[config.mk]
export PLATFORM = sky130hd
export DESIGN_NAME = tcch_cordic_cell
export DESIGN_NICKNAME = d
export VERILOG_FILES = /design/src/rtl/tcch_pkg.sv /design/src/rtl/tcch_cordic_cell.sv
export SDC_FILE = /design/constraint.sdc
export NUM_CORES = 1
export LEC_CHECK = 0
export BUFFER_PORTS_ARGS = -buffer_cell sky130_fd_sc_hd__buf_2
export CELL_PAD_IN_SITES_DETAIL_PLACEMENT = 0
export CELL_PAD_IN_SITES_GLOBAL_PLACEMENT = 2
export CORE_ASPECT_RATIO = 0.6
export CORE_MARGIN = 3
export CORE_UTILIZATION = 37
export CTS_BUF_LIST = sky130_fd_sc_hd__clkbuf_4 sky130_fd_sc_hd__clkbuf_8
export CTS_CLUSTER_DIAMETER = 40
export CTS_CLUSTER_SIZE = 8
export DETAILED_ROUTE_END_ITERATION = 8
export GPL_TIMING_DRIVEN = 0
export HOLD_SLACK_MARGIN = 0.05
export PLACE_DENSITY_LB_ADDON = 0.25
export SLEW_MARGIN = 5
export SYNTH_ARGS = -nofsm -noshare
export SYNTH_HDL_FRONTEND = slang
export SYNTH_SLANG_ARGS = --single-unit
[constraint.sdc]
create_clock -name clk_i -period 8.2 [get_ports clk_i]
set_input_delay 1.23 -clock clk_i [delete_from_list [all_inputs] [get_ports clk_i]]
set_output_delay 1.23 -clock clk_i [all_outputs]
set_load 0.03 [all_outputs]
[src/rtl/tcch_pkg.sv]
// Types, constants and functions shared by the compass heading blocks.
package tcch_pkg;

  localparam int unsigned AngleQ = 16;
  localparam int unsigned TableLen = 24;
  localparam int unsigned AngleW = 28;
  localparam logic [6:0] OneGReset = 7'd56;
  localparam logic [8:0] FullTurn = 9'd360;

  typedef struct packed {
    logic signed [7:0]  accel_x;
    logic signed [7:0]  accel_y;
    logic signed [15:0] mag_x;
    logic signed [15:0] mag_y;
    logic signed [15:0] mag_z;
  } in_item_t;

  typedef struct packed {
    logic [8:0] heading_deg;
    logic       tilt_clamped;
  } out_item_t;

  // Arctangent of 2^-i in Q16 degrees.
  function automatic logic [AngleW-1:0] atan_lut(input logic [4:0] idx);
    logic [AngleW-1:0] r;
    case (idx)
      5'd0:  r = 28'd2949120;
      5'd1:  r = 28'd1740967;
      5'd2:  r = 28'd919879;
      5'd3:  r = 28'd466945;
      5'd4:  r = 28'd234379;
      5'd5:  r = 28'd117304;
      5'd6:  r = 28'd58666;
      5'd7:  r = 28'd29335;
      5'd8:  r = 28'd14668;
      5'd9:  r = 28'd7334;
      5'd10: r = 28'd3667;
      5'd11: r = 28'd1833;
      5'd12: r = 28'd917;
      5'd13: r = 28'd458;
      5'd14: r = 28'd229;
      5'd15: r = 28'd115;
      5'd16: r = 28'd57;
      5'd17: r = 28'd29;
      5'd18: r = 28'd14;
      5'd19: r = 28'd7;
      5'd20: r = 28'd4;
      5'd21: r = 28'd2;
      5'd22: r = 28'd1;
      default: r = '0;
    endcase
    return r;
  endfunction

endpackage

[src/rtl/tcch_cordic_cell.sv]
// One vectoring CORDIC rotation cell with its fixed shift and angle step.
module tcch_cordic_cell #(
  parameter int unsigned XW = 72,
  parameter int unsigned STAGE = 0
) (
  input  logic                        clk_i,
  input  logic                        en_i,
  input  logic signed [XW-1:0]        x_i,
  input  logic signed [XW-1:0]        y_i,
  input  logic signed [tcch_pkg::AngleW-1:0] z_i,
  output logic signed [XW-1:0]        x_o,
  output logic signed [XW-1:0]        y_o,
  output logic signed [tcch_pkg::AngleW-1:0] z_o
);
  localparam logic [tcch_pkg::AngleW-1:0] Step = tcch_pkg::atan_lut(5'(STAGE));
  logic signed [XW-1:0] xs, ys, x_d, y_d, x_q, y_q;
  logic signed [tcch_pkg::AngleW-1:0] z_d, z_q;

  always_comb begin
    xs = x_i >>> STAGE;
    ys = y_i >>> STAGE;
    if (y_i > 0) begin
      x_d = x_i + ys;
      y_d = y_i - xs;
      z_d = z_i + $signed(Step);
    end else begin
      x_d = x_i - ys;
      y_d = y_i + xs;
      z_d = z_i - $signed(Step);
    end
  end

  always_ff @(posedge clk_i) begin
    if (en_i) begin
      x_q <= x_d;
      y_q <= y_d;
      z_q <= z_d;
    end
  end

  assign x_o = x_q;
  assign y_o = y_q;
  assign z_o = z_q;
endmodule

==> summary.md, run 1 <==
| Metric | Value |
|---|---|
| Status | `finished, violations left` |
| Violated checks | `max-capacitance violations, max-slew violations` |
| Crit Path Max Fanout | `12` |
| Post-DP Area | `0.0227 mm2` |
| Post-CTS Hold Buffers | `0` |
| Total track usage | `0.372` |
| CP endpoint | `z_o[27]$_DFFE_PP_` |
| Clock root buffer | `clkbuf_8` |
| Clk sinks | `171` |
| Power per cell area | `170 mW/mm2` |
| Via density | `6.38` |
| Least-Margin Pin Slew | `1510 ps` |
| Final setup margin | `1310 ps` |
| Global-route wire length before repair | `152 mm` |
| Antenna Violating Nets Remaining | `0` |
| Slowest CP cell | `nor4_1` |
| Total number of vias | `22600` |
| Tightest Hold Check Type | `in2reg` |
| M1 wire length | `51.7 mm` |
| First-pass DRT Iterations | `6` |
| Post-DP HPWL | `91.7 mm` |
| CP cell instances | `buf_2 -> nor4_1 -> and4_1 -> a31o_2 -> clkbuf_1 -> inv_2 -> clkbuf_1 -> clkbuf_1 -> ha_1 -> a21oi_1 -> o21bai_1 -> a21oi_1 -> nor2b_1 -> o21a_1 -> nor3_1 -> nor2_1 -> o41a_1 -> xnor2_1` |
| Number of buffers created by CTS | `17` |
| PortBufs | `345` |
| Fillers | `5519` |
| Die Wd | `306 um` |
| Clk slew on worst S/H paths | `110 ps` |
| Fin. Hold Viols | `0` |
| Area growth syn-to-layout | `15.5%` |
| Slew Limit Fails | `6` |
| Setup crit start kind | `input port` |
| Yosys cell types | `97` |
| Worst IR Drop VDD | `0.000129 V` |
| Comb pwr share | `0.528` |
| IO Pins | `346` |
| Final period util | `0.841` |
| Met3 WL | `17.6 mm` |
| WL/cell | `31.0 um` |
| Post-CTS setup buffer count | `0` |
| Total global routing overflow | `0` |
| Starting density of the core | `0.377` |
| Maximum clock frequency | `145 MHz` |
| Synth area leaders | `edfxtp_1, ha_1, a21oi_1` |
| TritonCTS clock tree | `yes` |
| Multiplexer area fraction after synthesis | `0.0216` |
| Maximum Capacitance Violations | `1` |
| Final Power | `3.92 mW` |
| P_int | `1.96 mW` |
| Chip height | `186 um` |
| RSZ-0062 raised after global routing | `false` |
| Area of the mapped netlist | `0.0200 mm2` |
| Seq cells post-synth | `171` |
| Synth Area per Inst | `8.12 um2` |
| Yosys warning total | `0` |
| Initial antenna violation count | `5` |
| Final nets | `3226` |
| Relative slew margins | `-0.0183` |
| Setup violators final | `0` |
| Crit-path max cell delay | `1130 ps` |
| Layout cells sized above 1 | `0.172` |
| # DRC | `0` |
| Post-Place Worst Slack | `996 ps` |
| Synth Area in Compound Gates | `0.285` |
| Syn Inst Count | `2459` |
| Number of H-tree branching levels | `4` |
| Worst path most repeated cell | `clkbuf_1` |
| Worst Setup End Kind | `register` |
| Clock Path Buffers | `2` |
| Post-Synth Adder-Cell Area | `0.144` |
| Crit path launch | `y_i[18]` |
| Post-synth net total | `2860` |
| Total core area | `0.0529 mm2` |
| Number of synthesized flops with an enable pin | `171` |
| Critical path data arrival time | `7230 ps` |
| Static Leak | `9.75 nW` |
| Tmin final | `6890 ps` |
| Routed wl met2 | `38.7 mm` |
| Largest net degree at the start of global routing | `107` |
| Power share of the clock group | `0.168` |
| Seq/Total Area, Yosys | `0.257` |
| Xor-xnor portion of the synthesized cell area | `0.0658` |
| CTS-repair resized insts | `0` |
| Synth top area share | `0.257` |
| Post-Synth Simple-Gate Area | `0.156` |
| Number of DRC markers in iteration 0 | `3623` |
| Sequential Power Share | `0.305` |
| Setup TNS | `0 ps` |
| P_sw | `1.95 mW` |
| DRT Wirelength | `110 mm` |
| Design area | `0.0231 mm2` |
| Setup CP Type | `in2reg` |
| Top sig layer | `met4` |
| Vias in the first global route | `20700` |
| Ys async rst share | `0` |
| Full die area | `0.0569 mm2` |
| Largest family of logic cells by synthesized area | `compound AO/OA/AOI/OAI gates` |
| Post-synth top area cell | `edfxtp_1` |
| Row count | `65` |
| CP Data Required Time | `8530 ps` |
| Ys flop type | `edfxtp_1` |
| Switching share of total power | `0.499` |
| Final Wtd Congestion | `1.07` |
==> per-layer routing <==
metal | global-route usage | up-vias
met2 | 0.457 | 1676
li1 | - | 9758
met5 | 0 | -
met4 | 0.0682 | 0
met1 | 0.575 | 11100
met3 | 0.168 | 108
==> registers in the layout (all words and copies together), names as in the netlist <==
register and count:
z_o 28, y_o 71, x_o 72
==> cells in the mapped netlist (all sizes together), types with 48 or more instances <==
master and number:
nor2 167, ha 223, a21oi 321, clkbuf 61
inv 232, nand4 54, edfxtp 171, buf 56
nor3 48, o21bai 57, nand2 151, xnor2 141
nor4 61, o21ai 177
==> cells in the final DEF (no fill, tap or decap), types with 12 or more instances in the layout <==
cell type and n:
mux2i_1 42, o21ai_0 155, a221oi_1 12, inv_1 223, o211ai_1 28, a31oi_1 37, clkbuf_1 60, or3_1 14
nor3_1 45, a21o_1 41, and2_1 14, nor4_1 53, o21ai_1 20, clkbuf_8 17, nor2b_1 28, buf_2 375
nand2_1 151, nand4_1 54, o31ai_1 40, o21a_1 21, buf_4 12, nand3_1 36, a211oi_1 26, xnor2_1 141
nor2_1 167, a21oi_1 316, nand2b_1 21, o21bai_1 56, edfxtp_1 171, ha_1 223
==> worst max-delay path, delay by kind of cell <==
family / cells / cell delay [ps]
fa+ha+maj: 1 / 540
buf+inv: 5 / 2070
xor+xnor: 1 / 130
compound gates: 6 / 1290
simple gates: 5 / 1940
==> worst min path at each step <==
| stage | start | to | slack, ps | depth (start not counted) |
|---|---|---|---|---|
| floorplan | z_i[0] | z_o[0]$_DFFE_PP_ | 1330 | 0 |
| global placement | z_i[2] | z_o[2]$_DFFE_PP_ | 1410 | 1 |
| detailed placement | z_i[7] | z_o[7]$_DFFE_PP_ | 1410 | 1 |
| CTS | z_i[7] | z_o[7]$_DFFE_PP_ | 790 | 1 |
| global route | z_i[10] | z_o[10]$_DFFE_PP_ | 790 | 1 |
| finish | z_i[12] | z_o[12]$_DFFE_PP_ | 820 | 1 |
==> area by class of cell <==
cell class | instances | area (um2) | share of cell area
multi-input combinational | 1937 | 13500 | 0.583
sequential | 171 | 5130 | 0.223
timing repair buffer | 347 | 1770 | 0.0768
tap | 703 | 880 | 0.0381
inverter | 234 | 878 | 0.0381
buffer | 117 | 543 | 0.0235
clock buffer | 17 | 234 | 0.0101
clock inverter | 15 | 166 | 0.00721
antenna | 3 | 7.51 | 0.000325
==> logic make-up after synthesis <==
| group | Yosys count |
|---|---|
| and+or+nand+nor | 627 |
| buffers and inverters | 351 |
| AOI/OAI and AO/OA | 890 |
| xor gates and xnor gates | 150 |
| adders and majority gates | 227 |
| DFF | 171 |
| muxes | 43 |
==> power groups by stage <==
stage          Sequential [mW]  Combinational [mW]  Clock (mW)
6_report                  1.19                2.07       0.656
5_1_grt                   1.21                2.14       0.706
4_1_cts                   1.20                1.97       0.676
3_5_place_dp              1.21                1.96           0
3_3_place_gp              1.21                1.97           0
2_1_floorplan             1.51               0.912           0
==> through the flow <==
stage          hold slack, ps  cells   util
6_report                  822   3544  0.436
5_1_grt                   792   3543  0.436
4_1_cts                   789   3541  0.436
3_5_place_dp             1410   3509  0.428
3_3_place_gp             1410   3507  0.426
2_1_floorplan            1330   2459      -
No activity file was read; power rests on OpenSTA's default activity.
==> inputs of run 2 (changes only) <==
--- a/config.mk
+++ b/config.mk
@@ -10,7 +10,7 @@
 export CELL_PAD_IN_SITES_GLOBAL_PLACEMENT = 2
 export CORE_ASPECT_RATIO = 0.6
 export CORE_MARGIN = 3
-export CORE_UTILIZATION = 37
+export CORE_UTILIZATION = 35
 export CTS_BUF_LIST = sky130_fd_sc_hd__clkbuf_4 sky130_fd_sc_hd__clkbuf_8
 export CTS_CLUSTER_DIAMETER = 40
 export CTS_CLUSTER_SIZE = 8
==> constraint.sdc (replaced) <==
create_clock -name clk_i -period 6.4 [get_ports clk_i]
set_input_delay 0.96 -clock clk_i [delete_from_list [all_inputs] [get_ports clk_i]]
set_output_delay 0.96 -clock clk_i [all_outputs]
set_load 0.03 [all_outputs]
==> run 2 against run 1 <==
Against the previous run:
- the run now ends clean
- sequential power grew 29%
- sequential share of layout area shrank 0.087 points
- flip-flop and latch count is the same
- critical path depth grew 1
- utilization shrank 2.3 points
- setup slack lost 1300 ps
- cell area grew 0.39%
- worst hold slack lost 280 ps
- total power grew 29%
- combinational power grew 29%
- first-iteration DRC count shrank 6.9%
- global-route usage shrank 1.4 points
- highest routed layer is now met5
==> summary.md, run 2 (synthesized netlist as in run 1, its figures left out) <==
| Metric | Value |
|---|---|
| Power share of the clock group | `0.172 (+0.004)` |
| Number of DRC markers in iteration 0 | `3373 (-6.9%)` |
| Total global routing overflow | `0 (unchanged)` |
| Design area | `0.0232 mm2 (+0.39%)` |
| Post-DP HPWL | `93.9 mm (+2.3%)` |
| P_int | `2.52 mW (+28%)` |
| Crit path max-delay family | `buffers and inverters` |
| Worst Path Buf+Inv | `5 (unchanged)` |
| Fillers | `5879 (+6.5%)` |
| Global-route wire length before repair | `153 mm (+1.1%)` |
| Core Util, Final | `0.413 (-0.0228)` |
| Number of H-tree branching levels | `4 (unchanged)` |
| Post-Place Worst Slack | `-432 ps (-1430 ps)` |
| Starting density of the core | `0.356 (-0.0211)` |
| Final Power | `5.06 mW (+29%)` |
| Switching share of total power | `0.502 (+0.00348)` |
| Worst path most repeated cell | `clkbuf_1` |
| Post-DP Area | `0.0227 mm2 (+0.32%)` |
| Slew Limit Fails | `0 (-6)` |
| IO Pins | `346 (unchanged)` |
| First-pass DRT Iterations | `7 (+1)` |
| Crit-path max cell delay | `840 ps (-290 ps)` |
| Tmin final | `6360 ps` |
| Comb pwr share | `0.526 (-0.002)` |
| Least-Margin Pin Slew | `1410 ps (-105 ps)` |
| Critical path data arrival time | `6690 ps (-540 ps)` |
| Setup crit start kind | `input port` |
| Final nets | `3228 (+0.062%)` |
| TritonCTS clock tree | `yes` |
| Fin. Hold Viols | `0 (unchanged)` |
| Antenna diodes | `0 (-3)` |
| Largest register FFs | `72 (unchanged)` |
| Post-CTS Hold Buffers | `0 (unchanged)` |
| Status | `completed` |
| Non-filler cells in the finished layout | `3599 (+1.6%)` |
| Inst Count DP | `3567 (+1.7%)` |
| Most frequent cells in the layout | `buf_2, a21oi_1, inv_1, ha_1, edfxtp_1` |
| Setup violators final | `0 (unchanged)` |
| Relative slew margins | `0.0521 (+0.0704)` |
| DRT Wirelength | `112 mm (+1.8%)` |
| Min Hold Slack | `545 ps (-277 ps)` |
| CTS-repair resized insts | `0 (unchanged)` |
| Largest net degree at the start of global routing | `105 (-1.9%)` |
| CP cell instances | `buf_2 -> nor4_2 -> nand4_1 -> nor2_1 -> a31o_2 -> clkbuf_1 -> inv_2 -> clkbuf_1 -> clkbuf_1 -> ha_1 -> a21oi_1 -> o21bai_1 -> a21oi_1 -> nor2b_1 -> o21a_1 -> nor3_1 -> nor2_1 -> o41a_1 -> xnor2_1` |
| Die Wd | `314 um (+2.8%)` |
| Final Wtd Congestion | `1.05 (-1.0%)` |
| Worst IR Drop VDD | `0.000155 V (+20%)` |
| Setup TNS | `0 ps (unchanged)` |
| Crit Path Max Fanout | `12 (unchanged)` |
| Total core area | `0.0561 mm2 (+5.9%)` |
| Row count | `67 (+3.1%)` |
| Worst Setup End Kind | `register` |
| Tightest Hold Check Type | `in2reg` |
| Maximum Capacitance Violations | `0 (-1)` |
| Power per cell area | `219 mW/mm2 (+29%)` |
| Sequential Power Share | `0.302 (-0.003)` |
| Full die area | `0.0601 mm2 (+5.6%)` |
| RSZ-0062 raised after global routing | `false` |
| # DRC | `0 (unchanged)` |
| Number of buffers created by CTS | `17 (unchanged)` |
| Chip height | `191 um (+2.7%)` |
| Clk slew on worst S/H paths | `120 ps (about the same)` |
| P_sw | `2.54 mW (+30%)` |
| Area growth syn-to-layout | `16.0%` |
| Commonest non-fill, non-tap cell in the layout | `buf_2` |
| Clock Path Buffers | `2 (unchanged)` |
| Post-CTS setup buffer count | `0 (unchanged)` |
| Via density | `6.27 (-1.8%)` |
| PortBufs | `345 (unchanged)` |
| Maximum clock frequency | `157 MHz` |
| Total number of vias | `22600 (-0.27%)` |
| Total track usage | `0.359 (-0.0135)` |
| WL/cell | `31.0 um (+0.23%)` |
| Static Leak | `9.76 nW (+0.15%)` |
| Antenna Violating Nets Remaining | `0 (unchanged)` |
| Slowest CP cell | `nor4_2` |
| Final setup margin | `40.2 ps (-1270 ps)` |
| Setup CP Type | `in2reg` |
| Clk sinks | `171 (unchanged)` |
| Vias in the first global route | `20500 (-1.1%)` |
| CP Data Required Time | `6730 ps (-1800 ps)` |
| Layout cells sized above 1 | `0.171 (about the same)` |
| Clock root buffer | `clkbuf_8` |
| Final period util | `0.994` |
| Initial antenna violation count | `5 (unchanged)` |
==> run 2: cell types whose count changed in the layout (fill, tap and decap cells not counted), sizes merged <==
cell,before,now
buf,403,405
diode,3,0
clkinv,7,10
inv,241,238
==> run 2: path summary, 6_finish.rpt <==
check,slack [ps],cells after the start,end,start
worst min-delay path,540,1,z_o[10]$_DFFE_PP_,z_i[10]
worst max-delay path,40,19,z_o[27]$_DFFE_PP_,y_i[11]
==> run 2: final cells by class <==
cell class              instances  area (um2)  share of cell area
flip-flops and latches        171        5130               0.222
clock buffers                  17         234              0.0101
inverters                     234         878              0.0379
clock inverters                15         190             0.00821
multi-input cells            1937       13400               0.581
well taps                     759         950              0.0410
plain buffers                 117         543              0.0234
repair buffers                349        1790              0.0771
==> run 2: layer usage <==
metal / up-vias / global-route usage / routed length [um] / part of all wire
li1: 9780 / - / - / -
met1: 11000 / 0.574 / 54700 / 0.49
met2: 1608 / 0.420 / 38100 / 0.34
met3: 120 / 0.158 / 17300 / 0.16
met4: 6 / 0.0606 / 1550 / 0.014
met5: - / 0 / 57 / 0.00051
==> run 2: power groups by stage <==
stage	clock network [mW]	registers [mW]	logic, mW
finish	0.868	1.53	2.66
global route	0.933	1.55	2.77
global placement	0	1.55	2.55
floorplan	0	1.94	1.17
CTS	0.897	1.53	2.55
detailed placement	0	1.56	2.54
