==> config.mk <==
export PLATFORM = sky130hd
export DESIGN_NAME = tcch_div_cell
export DESIGN_NICKNAME = d
export VERILOG_FILES = /design/src/rtl/tcch_div_cell.sv
export SDC_FILE = /design/constraint.sdc
export NUM_CORES = 1
export LEC_CHECK = 0
export ABC_AREA = 1
export BUFFER_PORTS_ARGS = -buffer_cell sky130_fd_sc_hd__buf_2
export CORE_ASPECT_RATIO = 1.75
export CORE_MARGIN = 8
export CORE_UTILIZATION = 35
export CTS_CLUSTER_SIZE = 40
export DETAILED_ROUTE_END_ITERATION = 10
export SLEW_MARGIN = 20
export SYNTH_ARGS = -nofsm -noshare
export SYNTH_HDL_FRONTEND = slang
export SYNTH_SLANG_ARGS = --single-unit
==> constraint.sdc <==
create_clock -name clk_i -period 2.1 [get_ports clk_i]
set_clock_uncertainty 0.2 [all_clocks]
set_input_delay 0.315 -clock clk_i [delete_from_list [all_inputs] [get_ports clk_i]]
set_output_delay 0.315 -clock clk_i [all_outputs]
set_load 0.02 [all_outputs]
==> src/rtl/tcch_div_cell.sv <==
// One restoring-division step cell that forms one quotient bit of a tilt sine.
module tcch_div_cell #(
  parameter int unsigned QW = 16
) (
  input  logic          clk_i,
  input  logic          en_i,
  input  logic [7:0]    rem_i,
  input  logic [QW-1:0] quo_i,
  input  logic [6:0]    den_i,
  output logic [7:0]    rem_o,
  output logic [QW-1:0] quo_o,
  output logic [6:0]    den_o
);
  logic [8:0] trial;
  logic [7:0] rem_d, rem_q;
  logic [QW-1:0] quo_d, quo_q;
  logic [6:0] den_q;

  always_comb begin
    trial = {rem_i, 1'b0} - {2'b00, den_i};
    if (!trial[8]) begin
      rem_d = trial[7:0];
      quo_d = {quo_i[QW-2:0], 1'b1};
    end else begin
      rem_d = {rem_i[6:0], 1'b0};
      quo_d = {quo_i[QW-2:0], 1'b0};
    end
  end

  always_ff @(posedge clk_i) begin
    if (en_i) begin
      rem_q <= rem_d;
      quo_q <= quo_d;
      den_q <= den_i;
    end
  end

  assign rem_o = rem_q;
  assign quo_o = quo_q;
  assign den_o = den_q;
endmodule

==> metrics.txt, run 1 <==
# TYPE chip_impl_metric gauge
chip_impl_metric{name="cts.sink_count",unit=""} 31
chip_impl_metric{name="multi_input_gate_area",unit="sq um"} 470
chip_impl_metric{name="final_design_area_no_fill",unit="sq um"} 2010
chip_impl_metric{name="wl_final",unit="mm"} 3.35
chip_impl_metric{name="number_of_enable_flip_flop_cells_after_synthesis",unit=""} 31
chip_impl_metric{name="yosysUniqueCellTypes",unit=""} 20
chip_impl_metric{name="numPlacedInstances",unit=""} 241
chip_impl_metric{name="cp_max_fo",unit=""} 6
chip_impl_metric{name="maximum_number_of_pins_on_one_net_before_global_route_repair",unit=""} 32
chip_impl_metric{name="fin_tns_setup",unit="ns"} 0
chip_impl_metric{name="route.vias.total",unit=""} 1134
chip_impl_metric{name="cell_pwr_density",unit="nW/um^2"} 757
chip_impl_metric{name="max-clock-path-buffers",unit=""} 2
chip_impl_metric{name="area.growth.synth_to_final",unit="%"} 37.3
chip_impl_info{name="grt_setup_unrepaired",value="false"} 1
chip_impl_metric{name="port_buffers",unit=""} 62
chip_impl_info{name="clock_tree_from_tritoncts",value="yes"} 1
chip_impl_metric{name="routabilityCongestion",unit=""} 0.769
chip_impl_metric{name="num_io_pins",unit=""} 64
chip_impl_metric{name="grt_pass1_vias",unit=""} 1183
chip_impl_metric{name="worstPathRequired",unit="ns"} 1.93
chip_impl_metric{name="wl_per_cell",unit="um"} 13.0
chip_impl_metric{name="synth.ff_latch_count",unit=""} 31
chip_impl_info{name="startpoint_type",value="input port"} 1
chip_impl_metric{name="worst_ep_arrival_time",unit="ns"} 1.61
chip_impl_metric{name="synth-async-reset-ratio",unit=""} 0
chip_impl_metric{name="grt_util_all_layers",unit=""} 0.108
chip_impl_info{name="yosys-top-cells-area",value="edfxtp_1, nand2_1, ha_1"} 1
chip_impl_metric{name="hold_viol_final",unit=""} 0
chip_impl_metric{name="dieArea",unit="sq um"} 6590
chip_impl_metric{name="fin_util",unit=""} 0.494
chip_impl_metric{name="dpl-instance-area",unit="sq um"} 1850
chip_impl_metric{name="cap_viol_max_count",unit=""} 0
chip_impl_metric{name="core_region_area",unit="sq um"} 4070
chip_impl_metric{name="cts_hold_repair.buffers",unit=""} 5
chip_impl_metric{name="mappedNetlistArea",unit="sq um"} 1470
chip_impl_info{name="yosysMostFrequentCell",value="nand2_1"} 1
chip_impl_metric{name="period_minus_slack",unit="ns"} 1.78
chip_impl_info{name="yosys-top-cells-count",value="nand2_1, edfxtp_1, inv_1"} 1
chip_impl_info{name="most_area_hungry_cell_type_in_the_yosys_netlist",value="edfxtp_1"} 1
chip_impl_metric{name="p_leak",unit="nW"} 0.966
chip_impl_metric{name="die_width",unit="um"} 64.9
chip_impl_info{name="postSynth.topFlopCell",value="edfxtp_1"} 1
chip_impl_metric{name="grt.overflow.total",unit=""} 0
chip_impl_metric{name="dp.final_hpwl",unit="mm"} 2.64
chip_impl_metric{name="vias_per_cell",unit=""} 4.41
chip_impl_metric{name="path_clk_slew",unit="ns"} 0.06
chip_impl_metric{name="cell_row_count",unit=""} 31
chip_impl_metric{name="post_route_cells_drive_above_1_share",unit=""} 0.385
chip_impl_metric{name="maxSlewHeadroom",unit=""} 0.553
chip_impl_info{name="clock_tree.root_cell",value="clkbuf_8"} 1
chip_impl_metric{name="post-route-drc-count",unit=""} 0
chip_impl_metric{name="avgSynthCellArea",unit="sq um"} 11.4
chip_impl_metric{name="area_taken_by_flip_flops_and_latches",unit="sq um"} 931
chip_impl_info{name="critical_path_class",value="in -> reg"} 1
chip_impl_metric{name="synth_top_area_share",unit=""} 0.635
chip_impl_metric{name="cts_resized",unit=""} 0
chip_impl_metric{name="cts.repair_timing.setup_buffer_count",unit=""} 0
chip_impl_metric{name="max_freq",unit="GHz"} 0.562
chip_impl_metric{name="cts_htree_levels",unit=""} 2
chip_impl_metric{name="final.fill_count",unit=""} 423
chip_impl_metric{name="slew_violations",unit=""} 0
chip_impl_metric{name="worst_hold_check_slack",unit="ns"} 0.0131
chip_impl_metric{name="cts_made_buffers",unit=""} 5
chip_impl_metric{name="firstDrtPassIters",unit=""} 5
chip_impl_metric{name="ys_seq_area_frac",unit=""} 0.635
chip_impl_metric{name="grt_first_pass_wirelength",unit="mm"} 5.44
chip_impl_info{name="cp-end-kind",value="flop"} 1
chip_impl_metric{name="count_of_non_filler_cells_in_the_finished_layout",unit=""} 257
chip_impl_metric{name="die_h",unit="um"} 102
chip_impl_metric{name="final_net_count",unit=""} 247
chip_impl_metric{name="finalCritPeriodShare",unit=""} 0.847
chip_impl_metric{name="worstMarginPinSlew",unit="ns"} 0.670
chip_impl_metric{name="antenna_left",unit=""} 0
chip_impl_metric{name="drtIter0Drc",unit=""} 19
chip_impl_metric{name="antenna_cells",unit=""} 0
chip_impl_info{name="run_status",value="finished, final reports clean"} 1
chip_impl_info{name="hold_path_class",value="in -> reg"} 1
chip_impl_metric{name="initial_antenna_violation_count",unit=""} 0
chip_impl_metric{name="post_synth_inst_count",unit=""} 128
chip_impl_metric{name="finalSetupViolations",unit=""} 0
chip_impl_metric{name="mappedNetlistNets",unit=""} 168
chip_impl_metric{name="yosys_warnings",unit=""} 0
chip_impl_metric{name="initial_utilization",unit=""} 0.360
chip_impl_metric{name="worst_ir_drop_vdd",unit="uV"} 382
[report_power, final]
group,internal (W),switching (W),leakage [nW],total [W]
Sequential,0.000750,0.0000114,0.303,0.000761
Combinational,0.000127,0.000212,0.623,0.000339
Clock,0.000225,0.000199,0.0403,0.000424
Total,0.00110,0.000422,0.966,0.00152
[registers in the layout (all words and copies together) (netlist names)]
signal / cells
quo_o: 16
rem_o: 8
den_o: 7
[area by class of cell]
cell class | instances | share of cell area
Timing Repair Buffer | 72 | 0.201
Inverter | 17 | 0.0317
Clock buffer | 6 | 0.0361
Tap cell | 49 | 0.0305
Multi-Input combinational cell | 80 | 0.234
Clock inverter | 2 | 0.00373
Sequential cell | 31 | 0.463
[layout by cell type, fill, tap and decap left out]
| master | n |
|---|---|
| a21oi_1 | 1 |
| a21oi_2 | 1 |
| buf_2 | 62 |
| buf_4 | 2 |
| clkbuf_1 | 1 |
| clkbuf_8 | 5 |
| clkinv_1 | 4 |
| dlygate4sd3_1 | 8 |
| edfxtp_1 | 31 |
| fa_1 | 1 |
| ha_1 | 6 |
| inv_1 | 14 |
| inv_2 | 1 |
| nand2_1 | 39 |
| nand2_2 | 4 |
| nand2_4 | 2 |
| nand3_1 | 12 |
| nand3_2 | 1 |
| nand3_4 | 1 |
| nand3b_1 | 2 |
| nor2_1 | 4 |
| nor2_4 | 1 |
| or2_1 | 2 |
| xnor2_1 | 2 |
| xor2_1 | 1 |
[through the flow]
step / worst slack (ns) / power [W]
3_3_place_gp: 0.0369 / 0.00110
4_1_cts: 0.317 / 0.00155
3_5_place_dp: 0.0260 / 0.00111
2_1_floorplan: 0.268 / 0.000980
6_report: 0.320 / 0.00152
5_1_grt: 0.174 / 0.00162
[worst paths after layout]
check	endpoint	cells after the start	slack [ns]	startpoint
worst max-delay path	rem_o[6]	10	0.32	rem_i[0]
worst min-delay path	quo_o[1]	1	0.01	quo_i[0]
[cells by family after synthesis]
kind of cell | synth area share
AND/OR/NAND/NOR | 0.229
flip-flops | 0.635
buffers and inverters | 0.0436
adder cells (fa/ha/maj) | 0.0649
XOR/XNOR | 0.0179
AO/OA/AOI/OAI | 0.00939
[metal layers]
layer,part of all wire,track usage,vias up
met4,0.022,0.0709,0
met5,0,0,-
met2,0.56,0.192,35
li1,-,-,584
met3,0.066,0.0365,5
met1,0.35,0.103,510
[critical path, stage by stage]
cell and delay (ns):
buf_2 0.13, fa_1 0.45, nand2_1 0.09, nand2_1 0.12, nand3_4 0.13, nand2_2 0.08, nand2_4 0.12, nand2_4 0.08
nand2_1 0.06, nand2_1 0.05
No activity file was read; power rests on OpenSTA's default activity.
==> run 2, diff against run 1 <==
--- a/config.mk
+++ b/config.mk
@@ -5,13 +5,14 @@
 export SDC_FILE = /design/constraint.sdc
 export NUM_CORES = 1
 export LEC_CHECK = 0
-export ABC_AREA = 1
+export ABC_AREA = 0
 export BUFFER_PORTS_ARGS = -buffer_cell sky130_fd_sc_hd__buf_2
 export CORE_ASPECT_RATIO = 1.75
 export CORE_MARGIN = 8
 export CORE_UTILIZATION = 35
 export CTS_CLUSTER_SIZE = 40
 export DETAILED_ROUTE_END_ITERATION = 10
+export PLACE_DENSITY = 0.65
 export SLEW_MARGIN = 20
 export SYNTH_ARGS = -nofsm -noshare
 export SYNTH_HDL_FRONTEND = slang
==> constraint.sdc (replaced) <==
create_clock -name clk_i -period 1.62 [get_ports clk_i]
set_clock_uncertainty 0.2 [all_clocks]
set_input_delay 0.243 -clock clk_i [delete_from_list [all_inputs] [get_ports clk_i]]
set_output_delay 0.243 -clock clk_i [all_outputs]
set_load 0.02 [all_outputs]
==> metrics.txt, run 2 <==
# TYPE chip_impl_metric gauge
chip_impl_metric{name="antenna_left",unit=""} 0
chip_impl_metric{name="yosysUniqueCellTypes",unit=""} 27
chip_impl_metric{name="synth.ff_latch_count",unit=""} 31
chip_impl_metric{name="cts.sink_count",unit=""} 31
chip_impl_info{name="yosys-top-cells-area",value="edfxtp_1, ha_1, mux2_4"} 1
chip_impl_metric{name="die_width",unit="um"} 63.4
chip_impl_metric{name="avgSynthCellArea",unit="sq um"} 15.7
chip_impl_metric{name="worst_ep_arrival_time",unit="ns"} 1.88
chip_impl_metric{name="critPathBufInv",unit=""} 2
chip_impl_metric{name="area.growth.synth_to_final",unit="%"} 73.1
chip_impl_info{name="grt_setup_unrepaired",value="true"} 1
chip_impl_metric{name="initial_utilization",unit=""} 0.360
chip_impl_metric{name="route.vias.total",unit=""} 1144
chip_impl_metric{name="post_route_cells_drive_above_1_share",unit=""} 0.580
chip_impl_metric{name="dp.final_hpwl",unit="mm"} 2.70
chip_impl_metric{name="worst_ir_drop_vdd",unit="uV"} 648
chip_impl_info{name="layout_commonest_cell",value="buf_2"} 1
chip_impl_info{name="most_area_hungry_cell_type_in_the_yosys_netlist",value="edfxtp_1"} 1
chip_impl_info{name="leading_cell_types_in_the_layout_fill_and_taps_excluded",value="buf_2, edfxtp_1, buf_4"} 1
chip_impl_info{name="yosys-top-cells-count",value="edfxtp_1, inv_1, nor2_1"} 1
chip_impl_metric{name="wl_final",unit="mm"} 3.67
chip_impl_metric{name="num_io_pins",unit=""} 64
chip_impl_metric{name="antenna_cells",unit=""} 0
chip_impl_metric{name="worstPathRequired",unit="ns"} 1.43
chip_impl_metric{name="fin_tns_setup",unit="ns"} -3.31
chip_impl_metric{name="grt_util_all_layers",unit=""} 0.119
chip_impl_metric{name="numPlacedInstances",unit=""} 220
chip_impl_metric{name="vias_per_cell",unit=""} 4.52
chip_impl_metric{name="maxSlewHeadroom",unit=""} 0.760
chip_impl_metric{name="cp_max_fo",unit=""} 7
chip_impl_metric{name="wl_per_cell",unit="um"} 14.5
chip_impl_info{name="critical_path_class",value="in -> reg"} 1
chip_impl_metric{name="timing.final.ws_setup",unit="ns"} -0.445
chip_impl_metric{name="maximum_number_of_pins_on_one_net_before_global_route_repair",unit=""} 32
chip_impl_info{name="path_cells",value="buf_12 -> inv_12 -> fa_2 -> a211oi_4 -> o21ai_2 -> and3_4 -> or2_4 -> mux2_4"} 1
chip_impl_metric{name="multi_input_gate_area",unit="sq um"} 495
chip_impl_metric{name="initial_antenna_violation_count",unit=""} 0
chip_impl_info{name="hold_path_class",value="in -> reg"} 1
chip_impl_metric{name="routabilityCongestion",unit=""} 0.729
chip_impl_metric{name="cts_made_buffers",unit=""} 5
chip_impl_metric{name="cap_viol_max_count",unit=""} 0
chip_impl_info{name="cp-end-kind",value="flop"} 1
chip_impl_metric{name="cell_pwr_density",unit="nW/um^2"} 898
chip_impl_metric{name="grt_pass1_vias",unit=""} 1302
chip_impl_info{name="postSynth.topFlopCell",value="edfxtp_1"} 1
chip_impl_metric{name="core_region_area",unit="sq um"} 3830
chip_impl_info{name="failed_checks",value="setup timing"} 1
chip_impl_metric{name="final_net_count",unit=""} 245
chip_impl_metric{name="max_freq",unit="GHz"} 0.484
chip_impl_metric{name="worstMarginPinSlew",unit="ns"} 0.356
chip_impl_metric{name="die_h",unit="um"} 99.0
chip_impl_info{name="cp-startpoint",value="den_i[0]"} 1
chip_impl_metric{name="path_clk_slew",unit="ns"} 0.07
chip_impl_metric{name="cts_htree_levels",unit=""} 2
chip_impl_metric{name="drtIter0Drc",unit=""} 11
chip_impl_metric{name="slew_violations",unit=""} 0
chip_impl_info{name="startpoint_type",value="input port"} 1
chip_impl_metric{name="cell_row_count",unit=""} 30
chip_impl_metric{name="final.fill_count",unit=""} 299
chip_impl_info{name="slowest_stage",value="fa_2"} 1
chip_impl_info{name="clock_tree.root_cell",value="clkbuf_8"} 1
chip_impl_metric{name="grtUsageMet1",unit=""} 0.117
chip_impl_metric{name="port_buffers",unit=""} 62
chip_impl_metric{name="dieArea",unit="sq um"} 6280
chip_impl_metric{name="hold_viol_final",unit=""} 0
chip_impl_metric{name="yosys_warnings",unit=""} 0
chip_impl_info{name="min_from",value="den_i[0]"} 1
chip_impl_metric{name="grt_util_met2",unit=""} 0.215
chip_impl_metric{name="count_of_non_filler_cells_in_the_finished_layout",unit=""} 253
chip_impl_info{name="grt_most_used_layer",value="met2"} 1
chip_impl_metric{name="synth_top_area_share",unit=""} 0.676
chip_impl_metric{name="mappedNetlistArea",unit="sq um"} 1380
chip_impl_metric{name="largest_register_ffs",unit=""} 16
chip_impl_metric{name="finalSetupViolations",unit=""} 9
chip_impl_metric{name="ys_seq_area_frac",unit=""} 0.676
chip_impl_metric{name="post_synth_inst_count",unit=""} 88
chip_impl_metric{name="max-clock-path-buffers",unit=""} 2
chip_impl_metric{name="finalCritPeriodShare",unit=""} 1.27
chip_impl_metric{name="grt.overflow.total",unit=""} 0
chip_impl_metric{name="crit_path_max_incr_delay",unit="ns"} 0.40
chip_impl_metric{name="firstDrtPassIters",unit=""} 2
chip_impl_metric{name="groute.layer.met3.usage",unit=""} 0.0511
chip_impl_metric{name="period_minus_slack",unit="ns"} 2.06
chip_impl_metric{name="mappedNetlistNets",unit=""} 128
chip_impl_metric{name="area_taken_by_flip_flops_and_latches",unit="sq um"} 931
chip_impl_info{name="family_with_the_most_delay_on_the_worst_path",value="simple AND/OR/NAND/NOR gates"} 1
chip_impl_info{name="clock_tree_from_tritoncts",value="yes"} 1
chip_impl_metric{name="post-route-drc-count",unit=""} 0
chip_impl_metric{name="p_leak",unit="nW"} 1.07
chip_impl_metric{name="synth-async-reset-ratio",unit=""} 0
chip_impl_info{name="yosysMostFrequentCell",value="edfxtp_1"} 1
chip_impl_metric{name="number_of_enable_flip_flop_cells_after_synthesis",unit=""} 31
chip_impl_metric{name="grt_first_pass_wirelength",unit="mm"} 6.04
chip_impl_info{name="run_status",value="finished with violations"} 1
==> run 2: per-stage QoR <==
step	power [W]	hold WS, ns	utilization	setup slack [ns]	instance area [sq um]
2_1_floorplan	0.00128	0.142	-	-0.570	1390
3_3_place_gp	0.00150	0.221	0.509	-0.849	1950
3_5_place_dp	0.00151	0.222	0.509	-0.895	1950
4_1_cts	0.00215	0.0819	0.618	-0.587	2370
5_1_grt	0.00224	0.0607	0.623	-0.484	2380
6_report	0.00214	0.0630	0.623	-0.445	2380
==> run 2: cell families (layout without fill, tap and decap cells) <==
logic type | Yosys count | after routing | share of synthesized area
muxes | 5 | 5 | 0.0545
and+or+nand+nor | 12 | 12 | 0.0463
DFF | 31 | 31 | 0.676
xor gates and xnor gates | 5 | 5 | 0.0318
adders and majority gates | 7 | 7 | 0.0690
AOI/OAI and AO/OA | 18 | 18 | 0.0899
buffers and inverters | 10 | 127 | 0.0327
==> run 2: final timing paths <==
path | endpoint | slack (ns) | cells past startpoint
setup / recovery | rem_o[5] | -0.44 | 8
hold / removal | den_o[0] | 0.06 | 2
==> run 2: layout make-up <==
type	count	area share
Timing Repair Buffer	111	0.324
Clock buffer	5	0.0289
Inverter	9	0.0205
Tap cell	48	0.0252
Multi-Input combinational cell	47	0.208
Sequential cell	31	0.390
Clock inverter	2	0.00367
==> run 2: routing by layer <==
metal	part of all wire	wire length (um)
met4	0.011	39
met3	0.090	330
met2	0.53	1950
met1	0.37	1350
met5	0	0
==> run 2: timing repair <==
item,4_1_cts,5_1_grt
buffers inserted,9,2
endpoints found under the setup margin,9,9
gates resized for setup,14,12
hold endpoints to repair,21,0
hold buffers,21,0
pin swaps,10,10
==> run 2: where the power goes <==
part | total (W) | switching (W) | internal, W
combinational | 0.000615 | 0.000305 | 0.000310
sequential | 0.000994 | 0.0000167 | 0.000977
clock | 0.000533 | 0.000248 | 0.000285
total | 0.00214 | 0.000570 | 0.00157
==> run 3, diff against run 2 <==
--- a/config.mk
+++ b/config.mk
@@ -5,14 +5,13 @@
 export SDC_FILE = /design/constraint.sdc
 export NUM_CORES = 1
 export LEC_CHECK = 0
-export ABC_AREA = 0
-export BUFFER_PORTS_ARGS = -buffer_cell sky130_fd_sc_hd__buf_2
+export ABC_AREA = 1
+export BUFFER_PORTS_ARGS = -buffer_cell sky130_fd_sc_hd__buf_4
 export CORE_ASPECT_RATIO = 1.75
 export CORE_MARGIN = 8
 export CORE_UTILIZATION = 35
 export CTS_CLUSTER_SIZE = 40
 export DETAILED_ROUTE_END_ITERATION = 10
-export PLACE_DENSITY = 0.65
 export SLEW_MARGIN = 20
 export SYNTH_ARGS = -nofsm -noshare
 export SYNTH_HDL_FRONTEND = slang
==> metrics.txt, run 3 (synthesis gave the netlist of run 1 again) <==
# TYPE chip_impl_metric gauge
chip_impl_metric{name="max_freq",unit="GHz"} 0.644
chip_impl_info{name="clock_tree.root_cell",value="clkbuf_8"} 1
chip_impl_metric{name="final.fill_count",unit=""} 335
chip_impl_metric{name="num_io_pins",unit=""} 64
chip_impl_metric{name="die_width",unit="um"} 64.9
chip_impl_metric{name="vias_per_cell",unit=""} 4.44
chip_impl_metric{name="area.growth.synth_to_final",unit="%"} 72.2
chip_impl_metric{name="cell_row_count",unit=""} 31
chip_impl_metric{name="dieArea",unit="sq um"} 6590
chip_impl_metric{name="final_design_area_no_fill",unit="sq um"} 2520
chip_impl_metric{name="finalSetupViolations",unit=""} 0
chip_impl_metric{name="wl_final",unit="mm"} 3.77
chip_impl_metric{name="period_minus_slack",unit="ns"} 1.55
chip_impl_info{name="crit_path_frequent_cell",value="nand2_4"} 1
chip_impl_metric{name="slew_violations",unit=""} 0
chip_impl_metric{name="die_h",unit="um"} 102
chip_impl_metric{name="cap_viol_max_count",unit=""} 0
chip_impl_metric{name="critPathBufInv",unit=""} 2
chip_impl_metric{name="cts.sink_count",unit=""} 31
chip_impl_metric{name="finalCritPeriodShare",unit=""} 0.958
chip_impl_metric{name="route.vias.total",unit=""} 1249
chip_impl_metric{name="hold_viol_final",unit=""} 0
chip_impl_info{name="hold_path_class",value="in -> reg"} 1
chip_impl_metric{name="count_of_non_filler_cells_in_the_finished_layout",unit=""} 281
chip_impl_info{name="slowest_stage",value="fa_2"} 1
chip_impl_metric{name="numPlacedInstances",unit=""} 250
chip_impl_metric{name="cp_max_fo",unit=""} 6
chip_impl_metric{name="fin_tns_setup",unit="ns"} 0
chip_impl_info{name="family_with_the_most_delay_on_the_worst_path",value="simple AND/OR/NAND/NOR gates"} 1
chip_impl_metric{name="worst_ir_drop_vdd",unit="uV"} 484
chip_impl_metric{name="wl_per_cell",unit="um"} 13.4
chip_impl_info{name="clock_tree_from_tritoncts",value="yes"} 1
chip_impl_metric{name="fin_util",unit=""} 0.620
chip_impl_metric{name="cts_htree_levels",unit=""} 2
chip_impl_metric{name="core_region_area",unit="sq um"} 4070
chip_impl_metric{name="worstMarginPinSlew",unit="ns"} 0.376
chip_impl_info{name="layout_commonest_cell",value="buf_4"} 1
chip_impl_metric{name="initial_utilization",unit=""} 0.360
chip_impl_metric{name="worst_ep_arrival_time",unit="ns"} 1.38
chip_impl_metric{name="post-route-drc-count",unit=""} 0
chip_impl_metric{name="grt_pass1_vias",unit=""} 1337
chip_impl_metric{name="multi_input_gate_area",unit="sq um"} 574
chip_impl_info{name="path_cells",value="buf_4 -> inv_12 -> fa_2 -> nand2_2 -> nand2_4 -> nand3_4 -> nand2_4 -> nand2_4 -> nand2_4 -> nand2_1 -> nand2_1"} 1
chip_impl_metric{name="maximum_number_of_pins_on_one_net_before_global_route_repair",unit=""} 32
chip_impl_info{name="critical_path_class",value="in -> reg"} 1
chip_impl_metric{name="cts_made_buffers",unit=""} 5
chip_impl_metric{name="grt_util_all_layers",unit=""} 0.121
chip_impl_metric{name="grt.overflow.total",unit=""} 0
chip_impl_metric{name="post_route_cells_drive_above_1_share",unit=""} 0.461
chip_impl_info{name="startpoint_type",value="input port"} 1
chip_impl_metric{name="worst-path-stages",unit=""} 11
chip_impl_metric{name="largest_register_ffs",unit=""} 16
chip_impl_metric{name="cell_pwr_density",unit="nW/um^2"} 918
chip_impl_metric{name="grt_first_pass_wirelength",unit="mm"} 6.24
chip_impl_info{name="cp-end-kind",value="flop"} 1
chip_impl_info{name="cp-startpoint",value="den_i[0]"} 1
chip_impl_metric{name="drtIter0Drc",unit=""} 12
chip_impl_metric{name="maxSlewHeadroom",unit=""} 0.750
chip_impl_metric{name="dp.final_hpwl",unit="mm"} 3.00
chip_impl_metric{name="dpl-instance-area",unit="sq um"} 2120
chip_impl_metric{name="crit_path_max_incr_delay",unit="ns"} 0.36
chip_impl_info{name="run_status",value="finished, final reports clean"} 1
chip_impl_metric{name="port_buffers",unit=""} 62
chip_impl_metric{name="worstPathRequired",unit="ns"} 1.45
chip_impl_metric{name="p_leak",unit="nW"} 1.16
chip_impl_info{name="leading_cell_types_in_the_layout_fill_and_taps_excluded",value="buf_4, nand2_1, edfxtp_1"} 1
chip_impl_metric{name="instance_count_along_the_most_critical_hold_path",unit=""} 1
chip_impl_metric{name="max-clock-path-buffers",unit=""} 2
chip_impl_metric{name="final_net_count",unit=""} 271
chip_impl_metric{name="routabilityCongestion",unit=""} 0.809
chip_impl_info{name="endpoint",value="rem_o[5]"} 1
chip_impl_metric{name="area_taken_by_flip_flops_and_latches",unit="sq um"} 931
chip_impl_metric{name="antenna_left",unit=""} 0
chip_impl_metric{name="firstDrtPassIters",unit=""} 2
chip_impl_metric{name="path_clk_slew",unit="ns"} 0.06
chip_impl_info{name="grt_setup_unrepaired",value="true"} 1
chip_impl_metric{name="antenna_cells",unit=""} 0
chip_impl_metric{name="initial_antenna_violation_count",unit=""} 0
-- run 3: cell types whose count changed in the layout (fill, tap and decap cells not counted), moves of 6 or more --
cell	previous run	this run
buf_2	60	0
buf_4	25	75
inv_1	6	12
nand2_1	0	35
nand3_1	0	11
-- run 3: metrics by stage --
step           setup slack, ns  power, W  hold slack [ns]
2_1_floorplan          -0.0319   0.00128            0.142
3_3_place_gp            -0.263   0.00154            0.222
3_5_place_dp            -0.294   0.00155            0.223
4_1_cts                0.00451   0.00231           0.0133
5_1_grt                -0.0227   0.00243           0.0142
6_report                0.0683   0.00232           0.0196
-- run 3: worst min-delay path by stage --
stage,from,to,slack (ns)
after floorplan,den_i[0],den_o[0],0.14
after global placement,quo_i[0],quo_o[1],0.22
after detailed placement,quo_i[9],quo_o[10],0.22
after CTS,den_i[0],den_o[0],0.01
after global routing,den_i[0],den_o[0],0.01
final,den_i[0],den_o[0],0.02
-- run 3: what timing repair did --
item                                    in CTS  in global routing
endpoints found under the setup margin       0                  8
gates resized for setup                      0                 13
endpoints found under the hold margin       21                  0
setup buffers                                0                  2
hold buffers                                21                  0
-- run 3: where the power goes --
group / internal, W / total (W) / leakage [nW] / switching [W]
Sequential: 0.000972 / 0.000992 / 0.303 / 0.0000198
Combinational: 0.000294 / 0.000606 / 0.797 / 0.000312
Clock: 0.000449 / 0.000719 / 0.0556 / 0.000269
-- run 3: per-layer routing --
layer / part of all wire / GRT usage
met1: 0.34 / 0.120
met2: 0.54 / 0.215
met4: 0.018 / 0.0507
met3: 0.099 / 0.0498
met5: 0 / 0
-- run 3: layout make-up --
cell class              instances  share of cell area
well taps                      49              0.0243
flip-flops and latches         31               0.369
clock buffers                   5              0.0273
multi-input cells              80               0.228
repair buffers                 96               0.306
clock inverters                 3              0.0154
inverters                      17              0.0302
